**config.mk**
```make
export PLATFORM = sky130hd
export DESIGN_NAME = josephus_elimination_order
export DESIGN_NICKNAME = d
export VERILOG_FILES = /design/src/jeo_pkg.sv /design/src/jeo_ram.sv /design/src/jeo_walker.sv /design/src/josephus_elimination_order.sv
export SDC_FILE = /design/constraint.sdc
export NUM_CORES = 1
export LEC_CHECK = 0
export ABC_AREA = 1
export BUFFER_PORTS_ARGS = -buffer_cell sky130_fd_sc_hd__buf_2
export CORE_MARGIN = 2
export CORE_UTILIZATION = 50
export DETAILED_ROUTE_END_ITERATION = 8
export PLACE_DENSITY = 0.73
export SKIP_LAST_GASP = 1
export SLEW_MARGIN = 20
export SYNTH_ARGS = -nofsm -noshare
export SYNTH_HDL_FRONTEND = slang
export SYNTH_SLANG_ARGS = --single-unit
```
**constraint.sdc**
```tcl
create_clock -name aclk -period 7.5 [get_ports aclk]
set_clock_uncertainty 0.15 [all_clocks]
set_input_delay 0.75 -clock aclk [delete_from_list [all_inputs] [get_ports aclk]]
set_output_delay 0.75 -clock aclk [all_outputs]
set_load 0.02 [all_outputs]
```
**src/jeo_pkg.sv**
```systemverilog
`timescale 1ns / 1ps
`default_nettype none

package jeo_pkg;

    // ring size limit
    localparam int JEO_MAX_PEOPLE = 64;

    // field widths fixed by the interface
    localparam int PERSON_W = 7;
    localparam int COUNT_W  = 7;
    localparam int STEP_W   = 9;
    localparam int MOVES_W  = 8;
    localparam int CFG_IDX_W = 1;

    // configuration register indexes
    localparam logic [CFG_IDX_W-1:0] REG_PERSON_COUNT = 1'b0;
    localparam logic [CFG_IDX_W-1:0] REG_STEP         = 1'b1;

    // sequencer states
    typedef enum logic [2:0] {
        ST_IDLE,
        ST_INIT,
        ST_SEEK,
        ST_WALK,
        ST_LOOKUP,
        ST_EMIT,
        ST_FINAL
    } jeo_state_t;

    // run settings captured at start
    typedef struct packed {
        logic               fwd;
        logic [MOVES_W-1:0] moves;
    } run_cfg_t;

    // result offered by the sequencer
    typedef struct packed {
        logic                valid;
        logic [PERSON_W-1:0] id;
        logic                last;
    } result_t;

endpackage

`default_nettype wire

```
**src/jeo_ram.sv**
```systemverilog
`timescale 1ns / 1ps
`default_nettype none

module jeo_ram #(
    parameter int WIDTH = 8,
    parameter int DEPTH = 64
) (
    input  wire logic                     aclk,
    input  wire logic                     wr_en,
    input  wire logic [$clog2(DEPTH)-1:0] wr_addr,
    input  wire logic [WIDTH-1:0]         wr_data,
    input  wire logic [$clog2(DEPTH)-1:0] rd_addr,
    output logic      [WIDTH-1:0]         rd_data
);

    logic [WIDTH-1:0] mem [DEPTH];

    always_ff @(posedge aclk) begin
        if (wr_en) begin
            mem[wr_addr] <= wr_data;
        end
        rd_data <= mem[rd_addr];
    end

endmodule

`default_nettype wire

```
**src/jeo_walker.sv**
```systemverilog
`timescale 1ns / 1ps
`default_nettype none

module jeo_walker
    import jeo_pkg::*;
#(
    parameter int MAX_PEOPLE = JEO_MAX_PEOPLE
) (
    input  wire logic                                aclk,
    input  wire logic                                aresetn,
    input  wire logic                                start,
    input  wire logic [$clog2(MAX_PEOPLE+1)-1:0]     n_in,
    input  wire run_cfg_t                            run_in,
    output logic                                     busy,
    output result_t                                  res,
    input  wire logic                                res_take
);

    localparam int IDX_W = $clog2(MAX_PEOPLE);
    localparam int CNT_W = $clog2(MAX_PEOPLE + 1);

    jeo_state_t         state_reg, state_next;
    logic [IDX_W-1:0]   idx_reg, idx_next;
    logic [IDX_W-1:0]   t_reg, t_next;
    logic [MOVES_W-1:0] cnt_reg, cnt_next;
    logic [CNT_W-1:0]   rem_reg, rem_next;
    logic [CNT_W-1:0]   n_reg, n_next;
    run_cfg_t           run_reg, run_next;
    logic [PERSON_W-1:0] id_reg, id_next;

    // link memories
    logic               nx_we, pv_we;
    logic [IDX_W-1:0]   nx_waddr, pv_waddr, nx_wdata, pv_wdata;
    logic [IDX_W-1:0]   rd_addr, nx_rd, pv_rd;
    logic [IDX_W-1:0]   t_step;
    logic               init_last;

    jeo_ram #(.WIDTH(IDX_W), .DEPTH(MAX_PEOPLE)) u_next_ram (
        .aclk    (aclk),
        .wr_en   (nx_we),
        .wr_addr (nx_waddr),
        .wr_data (nx_wdata),
        .rd_addr (rd_addr),
        .rd_data (nx_rd)
    );

    jeo_ram #(.WIDTH(IDX_W), .DEPTH(MAX_PEOPLE)) u_prev_ram (
        .aclk    (aclk),
        .wr_en   (pv_we),
        .wr_addr (pv_waddr),
        .wr_data (pv_wdata),
        .rd_addr (rd_addr),
        .rd_data (pv_rd)
    );

    always_ff @(posedge aclk) begin
        if (!aresetn) begin
            state_reg <= ST_IDLE;
            idx_reg   <= '0;
            t_reg     <= '0;
            cnt_reg   <= '0;
            rem_reg   <= '0;
            n_reg     <= '0;
            run_reg   <= '0;
        end else begin
            state_reg <= state_next;
            idx_reg   <= idx_next;
            t_reg     <= t_next;
            cnt_reg   <= cnt_next;
            rem_reg   <= rem_next;
            n_reg     <= n_next;
            run_reg   <= run_next;
        end
        id_reg <= id_next;
    end

    assign t_step    = run_reg.fwd ? nx_rd : pv_rd;
    assign init_last = (CNT_W'(idx_reg) + CNT_W'(1)) == n_reg;

    always_comb begin
        state_next = state_reg;
        idx_next   = idx_reg;
        t_next     = t_reg;
        cnt_next   = cnt_reg;
        rem_next   = rem_reg;
        n_next     = n_reg;
        run_next   = run_reg;
        id_next    = id_reg;
        nx_we      = 1'b0;
        pv_we      = 1'b0;
        nx_waddr   = idx_reg;
        pv_waddr   = idx_reg;
        nx_wdata   = '0;
        pv_wdata   = '0;
        rd_addr    = t_reg;
        res        = '0;

        case (state_reg)
            ST_IDLE: begin
                if (start) begin
                    n_next     = n_in;
                    run_next   = run_in;
                    idx_next   = '0;
                    state_next = ST_INIT;
                end
            end
            // build the ring, one index per cycle
            ST_INIT: begin
                nx_we    = 1'b1;
                pv_we    = 1'b1;
                nx_wdata = init_last ? '0 : IDX_W'(idx_reg + IDX_W'(1));
                pv_wdata = (idx_reg == '0) ? IDX_W'(n_reg - CNT_W'(1))
                                           : IDX_W'(idx_reg - IDX_W'(1));
                idx_next = IDX_W'(idx_reg + IDX_W'(1));
                if (init_last) begin
                    t_next   = '0;
                    rem_next = n_reg;
                    cnt_next = run_reg.moves;
                    state_next = (n_reg > CNT_W'(1)) ? ST_SEEK : ST_FINAL;
                end
            end
            ST_SEEK: begin
                rd_addr    = t_reg;
                state_next = (cnt_reg == '0) ? ST_LOOKUP : ST_WALK;
            end
            // one link per cycle
            ST_WALK: begin
                rd_addr  = t_step;
                t_next   = t_step;
                cnt_next = cnt_reg - MOVES_W'(1);
                if (cnt_reg == MOVES_W'(1)) begin
                    state_next = ST_LOOKUP;
                end
            end
            // both neighbors of t are on the read ports: unlink t
            ST_LOOKUP: begin
                nx_we      = 1'b1;
                nx_waddr   = pv_rd;
                nx_wdata   = nx_rd;
                pv_we      = 1'b1;
                pv_waddr   = nx_rd;
                pv_wdata   = pv_rd;
                id_next    = PERSON_W'(32'(t_reg) + 32'd1);
                t_next     = t_step;
                rem_next   = rem_reg - CNT_W'(1);
                state_next = ST_EMIT;
            end
            ST_EMIT: begin
                res.valid = 1'b1;
                res.id    = id_reg;
                res.last  = 1'b0;
                if (res_take) begin
                    cnt_next   = run_reg.moves;
                    state_next = (rem_reg > CNT_W'(1)) ? ST_SEEK : ST_FINAL;
                end
            end
            ST_FINAL: begin
                res.valid = 1'b1;
                res.id    = PERSON_W'(32'(t_reg) + 32'd1);
                res.last  = 1'b1;
                if (res_take) begin
                    rem_next   = '0;
                    state_next = ST_IDLE;
                end
            end
            default: begin
                state_next = ST_IDLE;
            end
        endcase
    end

    assign busy = (state_reg != ST_IDLE);

endmodule

`default_nettype wire

```
**src/josephus_elimination_order.sv**
```systemverilog
`timescale 1ns / 1ps
`default_nettype none

// Josephus elimination order. A start transfer (s_tdata bit 0 set) builds a
// ring of people 1..person_count (0 read as 1, clamped to MAX_PEOPLE) and the
// block then sends one transfer per removed person, the survivor last with
// m_tlast set. A positive step counts forward step-1 places; a negative step
// counts backward |step|-1 places, and a zero step acts as -1. A start
// transfer with bit 0 clear is taken and dropped. The ring lives in two link
// memories (next and prev) with registered reads; the walk follows one link
// per cycle through the shared read address. A run first builds the ring,
// then for each removal seeks, makes moves link reads, unlinks and offers the
// person, and last offers the survivor; each offer waits for the output.
// The largest move count is 255, from step -256. s_tready is low for the
// whole run; the user must write configuration only while idle, which the
// block itself does not enforce.
module josephus_elimination_order
    import jeo_pkg::*;
#(
    parameter int MAX_PEOPLE = JEO_MAX_PEOPLE
) (
    input  wire logic                 aclk,
    input  wire logic                 aresetn,
    // configuration writes
    input  wire logic                 cfg_wr_en,
    input  wire logic [CFG_IDX_W-1:0] cfg_addr,
    input  wire logic [STEP_W-1:0]    cfg_wdata,
    // start channel
    input  wire logic                 s_tvalid,
    output logic                      s_tready,
    input  wire logic [7:0]           s_tdata,   // [0] start_req, [7:1] zero
    // result channel
    output logic                      m_tvalid,
    input  wire logic                 m_tready,
    output logic [7:0]                m_tdata,   // [6:0] person_id, [7] zero
    output logic                      m_tlast
);

    localparam int CNT_W = $clog2(MAX_PEOPLE + 1);

    logic [COUNT_W-1:0]  person_count_reg;
    logic [STEP_W-1:0]   step_reg;

    logic                m_valid_reg;
    logic [PERSON_W-1:0] m_id_reg;
    logic                m_last_reg;

    logic                busy;
    logic                start;
    logic                res_take;
    result_t             res;
    logic [CNT_W-1:0]    n_start;
    run_cfg_t            run_start;
    logic [STEP_W-1:0]   step_neg;

    // configuration registers
    always_ff @(posedge aclk) begin
        if (!aresetn) begin
            person_count_reg <= COUNT_W'(1);
            step_reg         <= STEP_W'(1);
        end else if (cfg_wr_en) begin
            case (cfg_addr)
                REG_PERSON_COUNT: person_count_reg <= cfg_wdata[COUNT_W-1:0];
                REG_STEP:         step_reg         <= cfg_wdata;
                default:          ;
            endcase
        end
    end

    // effective ring size: zero reads as one, clamp to the memory depth
    always_comb begin
        if (person_count_reg == '0) begin
            n_start = CNT_W'(1);
        end else if (32'(person_count_reg) > 32'(MAX_PEOPLE)) begin
            n_start = CNT_W'(MAX_PEOPLE);
        end else begin
            n_start = CNT_W'(person_count_reg);
        end
    end

    // direction and link moves per removal; zero step acts as -1
    assign step_neg = STEP_W'(0) - step_reg;
    always_comb begin
        run_start.fwd = !step_reg[STEP_W-1] && (step_reg != '0);
        if (run_start.fwd) begin
            run_start.moves = MOVES_W'(step_reg - STEP_W'(1));
        end else if (step_reg == '0) begin
            run_start.moves = '0;
        end else begin
            // most negative step wraps to 256 here, giving 255 moves
            run_start.moves = MOVES_W'(step_neg - STEP_W'(1));
        end
    end

    assign s_tready = !busy;
    assign start    = s_tvalid && s_tready && s_tdata[0];

    jeo_walker #(.MAX_PEOPLE(MAX_PEOPLE)) u_walker (
        .aclk     (aclk),
        .aresetn  (aresetn),
        .start    (start),
        .n_in     (n_start),
        .run_in   (run_start),
        .busy     (busy),
        .res      (res),
        .res_take (res_take)
    );

    // output register: load when empty or when the held transfer completes
    assign res_take = res.valid && (!m_valid_reg || m_tready);

    always_ff @(posedge aclk) begin
        if (!aresetn) begin
            m_valid_reg <= 1'b0;
        end else if (res_take) begin
            m_valid_reg <= 1'b1;
        end else if (m_tready) begin
            m_valid_reg <= 1'b0;
        end
        if (res_take) begin
            m_id_reg   <= res.id;
            m_last_reg <= res.last;
        end
    end

    assign m_tvalid = m_valid_reg;
    assign m_tdata  = {1'b0, m_id_reg};
    assign m_tlast  = m_last_reg;

`ifndef SYNTHESIS
    // after the survivor is handed over the sequencer is idle again
    assert property (@(posedge aclk) disable iff (!aresetn)
        res_take && res.last |=> !busy)
        else $error("sequencer still busy after survivor");

    // an accepted start command begins a run
    assert property (@(posedge aclk) disable iff (!aresetn)
        start |=> busy)
        else $error("start transfer did not begin a run");

    // an offered result holds until the output register takes it
    assert property (@(posedge aclk) disable iff (!aresetn)
        res.valid && !res_take |=> res.valid && $stable(res.id) && $stable(res.last))
        else $error("offered result changed before it was taken");

    // person numbers are never zero while they fit the field
    assert property (@(posedge aclk) disable iff (!aresetn)
        m_tvalid && (MAX_PEOPLE <= 127) |-> m_tdata[6:0] != 7'd0)
        else $error("person number zero on result channel");
`endif

endmodule

`default_nettype wire
```
==> summary.txt, run 1 <==
HPWL after DPL - 51900 um
fraction of final layout cells with drive strength greater than 1 - 6.27%
worst hold slack across all endpoints - 0.191 ns
Post-synth EDFFs - 783
maximum frequency from static timing analysis - 0.209 GHz
Avg Synthesized Cell Area - 9.75 um2
clock tree from TritonCTS - done
Final Cell Area - 42900 um2
top cells by count, synth - sky130_fd_sc_hd__nand3_1 (863), sky130_fd_sc_hd__nand2_1 (835), sky130_fd_sc_hd__edfxtp_1 (783)
wire per inst - 18.3 um
most used flip-flop cell after synthesis - sky130_fd_sc_hd__edfxtp_1
clock slew seen by the registers of the worst setup and hold paths - 0.06 ns
IR Drop Worst-Case VDD - 0.233 mV
starting utilization of the core area - 50.5%
synth top area cells - sky130_fd_sc_hd__edfxtp_1 (60%), sky130_fd_sc_hd__nand3_1 (11%), sky130_fd_sc_hd__nand2_1 (8.0%), sky130_fd_sc_hd__inv_1 (7.2%), sky130_fd_sc_hd__dfxtp_1 (3.8%)
unrepaired setup endpoints after global routing - false
Post-Syn Instances - 4004
most numerous cell in the Yosys netlist - sky130_fd_sc_hd__nand3_1
maximum level of the CTS H-tree - 3
Max transition margin - 19.4%
worst stage delay on the critical path - 0.86 ns
TritonCTS Buffers - 88
Worst Path Max Fanout - 21
pre-CTS setup slack - 2.91 ns
Worst Slack Setup Final - 2.71 ns
cell area after technology mapping - 39000 um2
cell area power density - 302 nW/um2
clock tree sinks - 858
outcome - finished clean
share of synthesized area occupied by flip-flops and latches - 64.1%
type of origin of the critical path - register
GR Util All Layers - 22.9%
max-slew violations - 0
Ant. Diodes - 0
endpoint required time on the critical path - 7.62 ns
Initial DRT Pass Iterations - 7
I/O pin cnt - 34
Layout Area Growth over Synthesis - 9.79%
Die Width - 283 um
wire length of the first global-routing pass - 144000 um
final wirelength - 92500 um
Total Neg Setup Slack - 0 ns
Worst path top cell family by delay - simple AND/OR/NAND/NOR gates
Buf/Inv on CP - 1
area of placed instances - 40000 um2
NumNets Final - 3986
Finish-stage setup viols - 0
worst-margin pin slew - 1.21 ns
number of antenna violations at the first check in global routing - 0
Hold Vio Cnt, Final - 0
worst skew pair latency - 0.65 ns
post-synthesis cell type with the largest combined area - sky130_fd_sc_hd__edfxtp_1
final core utilization - 55.4%
endpoint arrival time on the critical path - 4.90 ns
highest-delay cell along the critical path - sky130_fd_sc_hd__nand4_1
count of synthesis-stage warnings from yosys - 0
critical-path cell list - nand2_1 -> nor2_1 -> inv_1 -> nand2_1 -> nand4_1 -> nor2_1
Critical Path End Type - register
count of distinct cell types in the synthesized netlist - 51
number of resized instances in the post-cts repair step - 0
DRC Markers - 0
number of post-CTS setup repair buffers - 0
clock tree buffer depth - 3
number of buffers inserted by port buffering - 25
final standard cell count with taps included and fillers excluded - 5060
Clk Tree Root Cell - sky130_fd_sc_hd__clkbuf_16
Max-cap violations - 0
global route total overflow - 0
period utilization - 63.8%
combined area of the multi-input logic cells - 10300 um2
post-synthesis sequential element count - 858
Rows - 102
routability congestion estimate - 0.861
post-synthesis async set-or-reset flop share - 0%
Pwr Total - 12.9 mW
leakage power - 17.9 nW
number of global-route vias before repair - 26300
number of vias per cell - 5.42
Hold Path Class - in -> reg
pin count of the biggest net entering global routing - 193
fill cell instance count of the final layout - 6509
number of hold buffers added after cts - 0
fraction of synthesized cell area taken by the top area cell type - 60.2%
height of the die - 283 um
Placed Cells incl. Taps - 4903
registers with the most flip-flops - u_walker.u_next_ram.mem x384, u_walker.u_prev_ram.mem x384
Die Footprint - 80300 um2
standard cell core area - 77300 um2
Final Critical Period - 4.79 ns
total number of vias - 27400
number of DRC markers in iteration 0 - 2949
net count after synthesis - 4037
category of the most critical setup path - reg -> reg
remaining number of nets flagged by the antenna check after routing - 0
Register Area - 25000 um2
logic make-up after synthesis:
logic type / after synthesis / share of synthesized area (%)
simple gates: 2002 / 23.0
xor+xnor: 16 / 0.359
fa+ha+maj: 10 / 0.321
compound gates: 152 / 2.30
buf+inv: 964 / 9.87
other cells: 1 / 0.00961
mux: 1 / 0.0256
flops: 858 / 64.1
power breakdown:
group          total (mW)  internal [mW]  switching, mW
clock network        4.37           2.55           1.82
logic                2.66          0.629           2.03
registers            5.91           5.80          0.106
area by class of cell:
type | instances | share of cell area [%]
Clock buffer | 107 | 5.42
Inverter | 762 | 6.68
Multi-Input combinational cell | 2182 | 24.1
Tap cell | 1040 | 3.04
Sequential cell | 858 | 58.4
Clock inverter | 50 | 1.27
Timing Repair Buffer | 61 | 1.10
final timing paths:
kind,startpoint,end,slack [ns],cells after the start
setup reg to reg,u_walker.state_reg[0],u_walker.u_prev_ram.mem[30][5],2.71,6
hold reg to reg,u_walker.run_reg[0],u_walker.run_reg[0],0.32,2
hold / removal,cfg_wdata[2],person_count_reg[2],0.19,3
setup / recovery,u_walker.state_reg[0],u_walker.u_prev_ram.mem[30][5],2.71,6
worst reg2reg max path, delay by kind of cell, from the launching register on:
kind | cells | cell delay (ns)
flops | 1 | 0.54
simple gates | 5 | 3.37
buf+inv | 1 | 0.36
cells in the final DEF (no fill, tap or decap), types with 16 or more instances in the layout:
master	instances
sky130_fd_sc_hd__buf_4	30
sky130_fd_sc_hd__nand3_1	863
sky130_fd_sc_hd__edfxtp_1	783
sky130_fd_sc_hd__dfxtp_1	75
sky130_fd_sc_hd__clkbuf_16	89
sky130_fd_sc_hd__buf_2	25
sky130_fd_sc_hd__inv_1	750
sky130_fd_sc_hd__clkinv_1	16
sky130_fd_sc_hd__nand3b_1	48
sky130_fd_sc_hd__nand2_1	830
sky130_fd_sc_hd__o21ai_0	46
sky130_fd_sc_hd__a21oi_1	48
sky130_fd_sc_hd__nor2_1	201
sky130_fd_sc_hd__clkinv_2	17
routing by layer:
metal	routed length (um)	vias up	global-route usage [%]
li1	-	13100	-
met1	37200	12900	30.4
met2	44100	1205	37.6
met3	7540	243	3.58
met4	3660	0	9.47
met5	0	-	0
Note: power is estimated with default switching activity, not from simulation.
==> inputs of run 2 (changes only) <==
- PLACE_DENSITY: 0.73 -> 0.76
- clock period: 7.5 -> 3.9 ns (I/O delays scaled with it)
==> run 2 against run 1 <==
Clock-buffer cell count is 2 higher. First-iteration DRC count up 13%. Register-to-register slack got worse by 2.2 ns. Design area grew 2.1%. Sequential power grew 93%. Wire length rose by 4.6%. Critical path depth up 3. Flip-flop and latch count is the same. Hold slack worse by 0.11 ns. Combinational power up 110%. Setup slack got worse by 2.2 ns. Largest power group unchanged. Highest routed layer unchanged.
==> summary.txt, run 2 (synthesis results as in run 1) <==
Max transition margin - 25.4% (+6.0 points)
number of global-route vias before repair - 27200 (+3.6%)
Initial DRT Pass Iterations - 7 (unchanged)
period utilization - 87.3% (+23 points)
switching power of the nets - 7.71 mW (+95%)
Die Footprint - 80300 um2 (unchanged)
cell area power density - 570 nW/um2 (+89%)
leakage power - 18.4 nW (+2.7%)
IR Drop Worst-Case VDD - 0.362 mV (+55%)
number of post-CTS setup repair buffers - 0 (unchanged)
setup slack of the worst register-to-register path - 0.49 ns (-2.22 ns)
number of DRC markers in iteration 0 - 3330 (+13%)
starting utilization of the core area - 50.5% (unchanged)
outcome - finished clean
endpoint required time on the critical path - 4.00 ns (-3.62 ns)
Critical Path End Type - register
clock slew seen by the registers of the worst setup and hold paths - 0.06 ns (about the same)
worst-margin pin slew - 1.11 ns (-0.0946 ns)
I/O pin cnt - 34 (unchanged)
endpoint arrival time on the critical path - 3.51 ns (-1.39 ns)
Worst Path Max Fanout - 19 (-9.5%)
clock tree from TritonCTS - done
clock tree sinks - 858 (unchanged)
Buf/Inv on CP - 4 (+3)
final wirelength - 96700 um (+4.6%)
commonest cells after routing, fill and taps aside - sky130_fd_sc_hd__nand3_1 (863), sky130_fd_sc_hd__nand2_1 (830), sky130_fd_sc_hd__edfxtp_1 (783), sky130_fd_sc_hd__inv_1 (750), sky130_fd_sc_hd__nor2_1 (201)
most common cell type on the critical path - sky130_fd_sc_hd__inv_2
TritonCTS Buffers - 85 (-3.4%)
Final Critical Period - 3.41 ns (-1.38 ns)
start of the worst register-to-register path - u_walker.state_reg[0]
type of origin of the critical path - register
height of the die - 283 um (unchanged)
category of the most critical setup path - reg -> reg
total number of vias - 28400 (+3.5%)
maximum level of the CTS H-tree - 3 (unchanged)
HPWL after DPL - 57900 um (+12%)
worst stage delay on the critical path - 0.67 ns (-0.19 ns)
hold path startpoint - aresetn
Clock power frac - 32.3% (-1.5 points)
global route total overflow - 0 (unchanged)
sequential share of power - 45.6% (about the same)
number of antenna violations at the first check in global routing - 0 (unchanged)
max-slew violations - 0 (unchanged)
commonest non-fill, non-tap cell in the layout - sky130_fd_sc_hd__nand3_1
Clk Tree Root Cell - sky130_fd_sc_hd__clkbuf_16
NumNets Final - 4087 (+2.5%)
Max-cap violations - 0 (unchanged)
wire length of the first global-routing pass - 151000 um (+4.3%)
Finish-stage setup viols - 0 (unchanged)
Final Cell Area - 43700 um2 (+2.1%)
unrepaired setup endpoints after global routing - false
GR Util All Layers - 23.8% (+0.93 points)
highest-delay cell along the critical path - sky130_fd_sc_hd__nor2_1
Ant. Diodes - 0 (unchanged)
number of buffers inserted by port buffering - 25 (unchanged)
Worst path top cell family by delay - simple AND/OR/NAND/NOR gates
standard cell core area - 77300 um2 (unchanged)
Die Width - 283 um (unchanged)
fraction of final layout cells with drive strength greater than 1 - 8.16% (+1.9 points)
DRC Markers - 0 (unchanged)
Pwr Total - 25.0 mW (+93%)
Layout Area Growth over Synthesis - 12.1%
critical-path cell list - nor2_4 -> inv_2 -> nor2_8 -> inv_2 -> buf_4 -> o21ai_2 -> inv_2 -> nand4_1 -> nor2_1
routability congestion estimate - 0.916 (+6.4%)
remaining number of nets flagged by the antenna check after routing - 0 (unchanged)
internal power component - 17.2 mW (+92%)
area of placed instances - 40900 um2 (+2.3%)
crit path from - u_walker.state_reg[0]
worst skew pair latency - 0.64 ns (about the same)
Rows - 102 (unchanged)
clock tree buffer depth - 3 (unchanged)
Hold Path Class - in -> reg
Net Sw Frac - 30.9% (+0.34 points)
registers with the most flip-flops - u_walker.u_next_ram.mem x384, u_walker.u_prev_ram.mem x384
maximum frequency from static timing analysis - 0.294 GHz (+41%)
Hold Vio Cnt, Final - 0 (unchanged)
number of vias per cell - 5.50 (+1.5%)
wire per inst - 18.7 um (+2.6%)
pin count of the biggest net entering global routing - 121 (-37%)
Combinational Power Share - 22.1% (+1.5 points)
run 2: cell count changes in the layout (fill, tap and decap cells not counted), moves of 2 or more:
cell / before / now
sky130_fd_sc_hd__clkbuf_1: 15 / 22
sky130_fd_sc_hd__clkbuf_8: 3 / 0
sky130_fd_sc_hd__bufinv_16: 10 / 8
sky130_fd_sc_hd__buf_12: 6 / 25
sky130_fd_sc_hd__clkinv_1: 16 / 13
sky130_fd_sc_hd__clkinvlp_4: 1 / 4
sky130_fd_sc_hd__clkbuf_16: 89 / 87
sky130_fd_sc_hd__dlygate4sd3_1: 0 / 11
sky130_fd_sc_hd__clkinv_2: 17 / 14
sky130_fd_sc_hd__buf_4: 30 / 104
run 2: power by group through the flow:
stage / sequential (mW) / combinational [mW] / clock, mW
2_1_floorplan: 11.6 / 3.31 / 0
3_3_place_gp: 11.5 / 5.27 / 0
3_5_place_dp: 11.5 / 5.41 / 0
4_1_cts: 11.4 / 5.45 / 8.12
5_1_grt: 11.4 / 5.97 / 8.51
6_report: 11.4 / 5.52 / 8.06
run 2: metal layers:
metal / GRT usage (%) / routed length, um / vias to the layer above
met5: 0 / 0 / -
met4: 9.27 / 3280 / 0
met3: 4.35 / 10300 / 233
met2: 38.7 / 45400 / 1495
met1: 31.8 / 37800 / 13400
li1: - / - / 13200
run 2: final cells by class:
type	instances	area [um2]
clock buffer	109	2260
clock inverter	43	455
fill	6234	33600
inverter	762	2860
multi-input combinational	2182	10300
sequential	858	25000
tap	1040	1300
timing repair buffer	165	1520
run 2: through the flow:
step / cells / TNS [ns] / setup WS [ns] / hold WS, ns / utilization, %
4_1_cts: 5159 / 0 / 0.533 / 0.0403 / 56.6
3_5_place_dp: 4996 / 0 / 0.576 / 0.310 / 52.9
2_1_floorplan: 4004 / -181.75 / -0.710 / 0.292 / -
6_report: 5159 / 0 / 0.494 / 0.0835 / 56.6
3_3_place_gp: 4996 / 0 / 0.631 / 0.305 / 52.9
5_1_grt: 5159 / 0 / 0.270 / 0.105 / 56.6
run 2: worst paths after layout:
check	end	cells after the start
worst max-delay path	u_walker.u_prev_ram.mem[27][2]	9
worst min-delay path	person_count_reg[0]	2
worst max register to register	u_walker.u_prev_ram.mem[27][2]	9
worst min register to register	u_walker.run_reg[2]	2
run 2: what timing repair did:
item,4_1_cts,5_1_grt
hold buffers,11,0
endpoints found under the hold margin,18,0
setup endpoints to repair,0,0
resized for setup,0,0
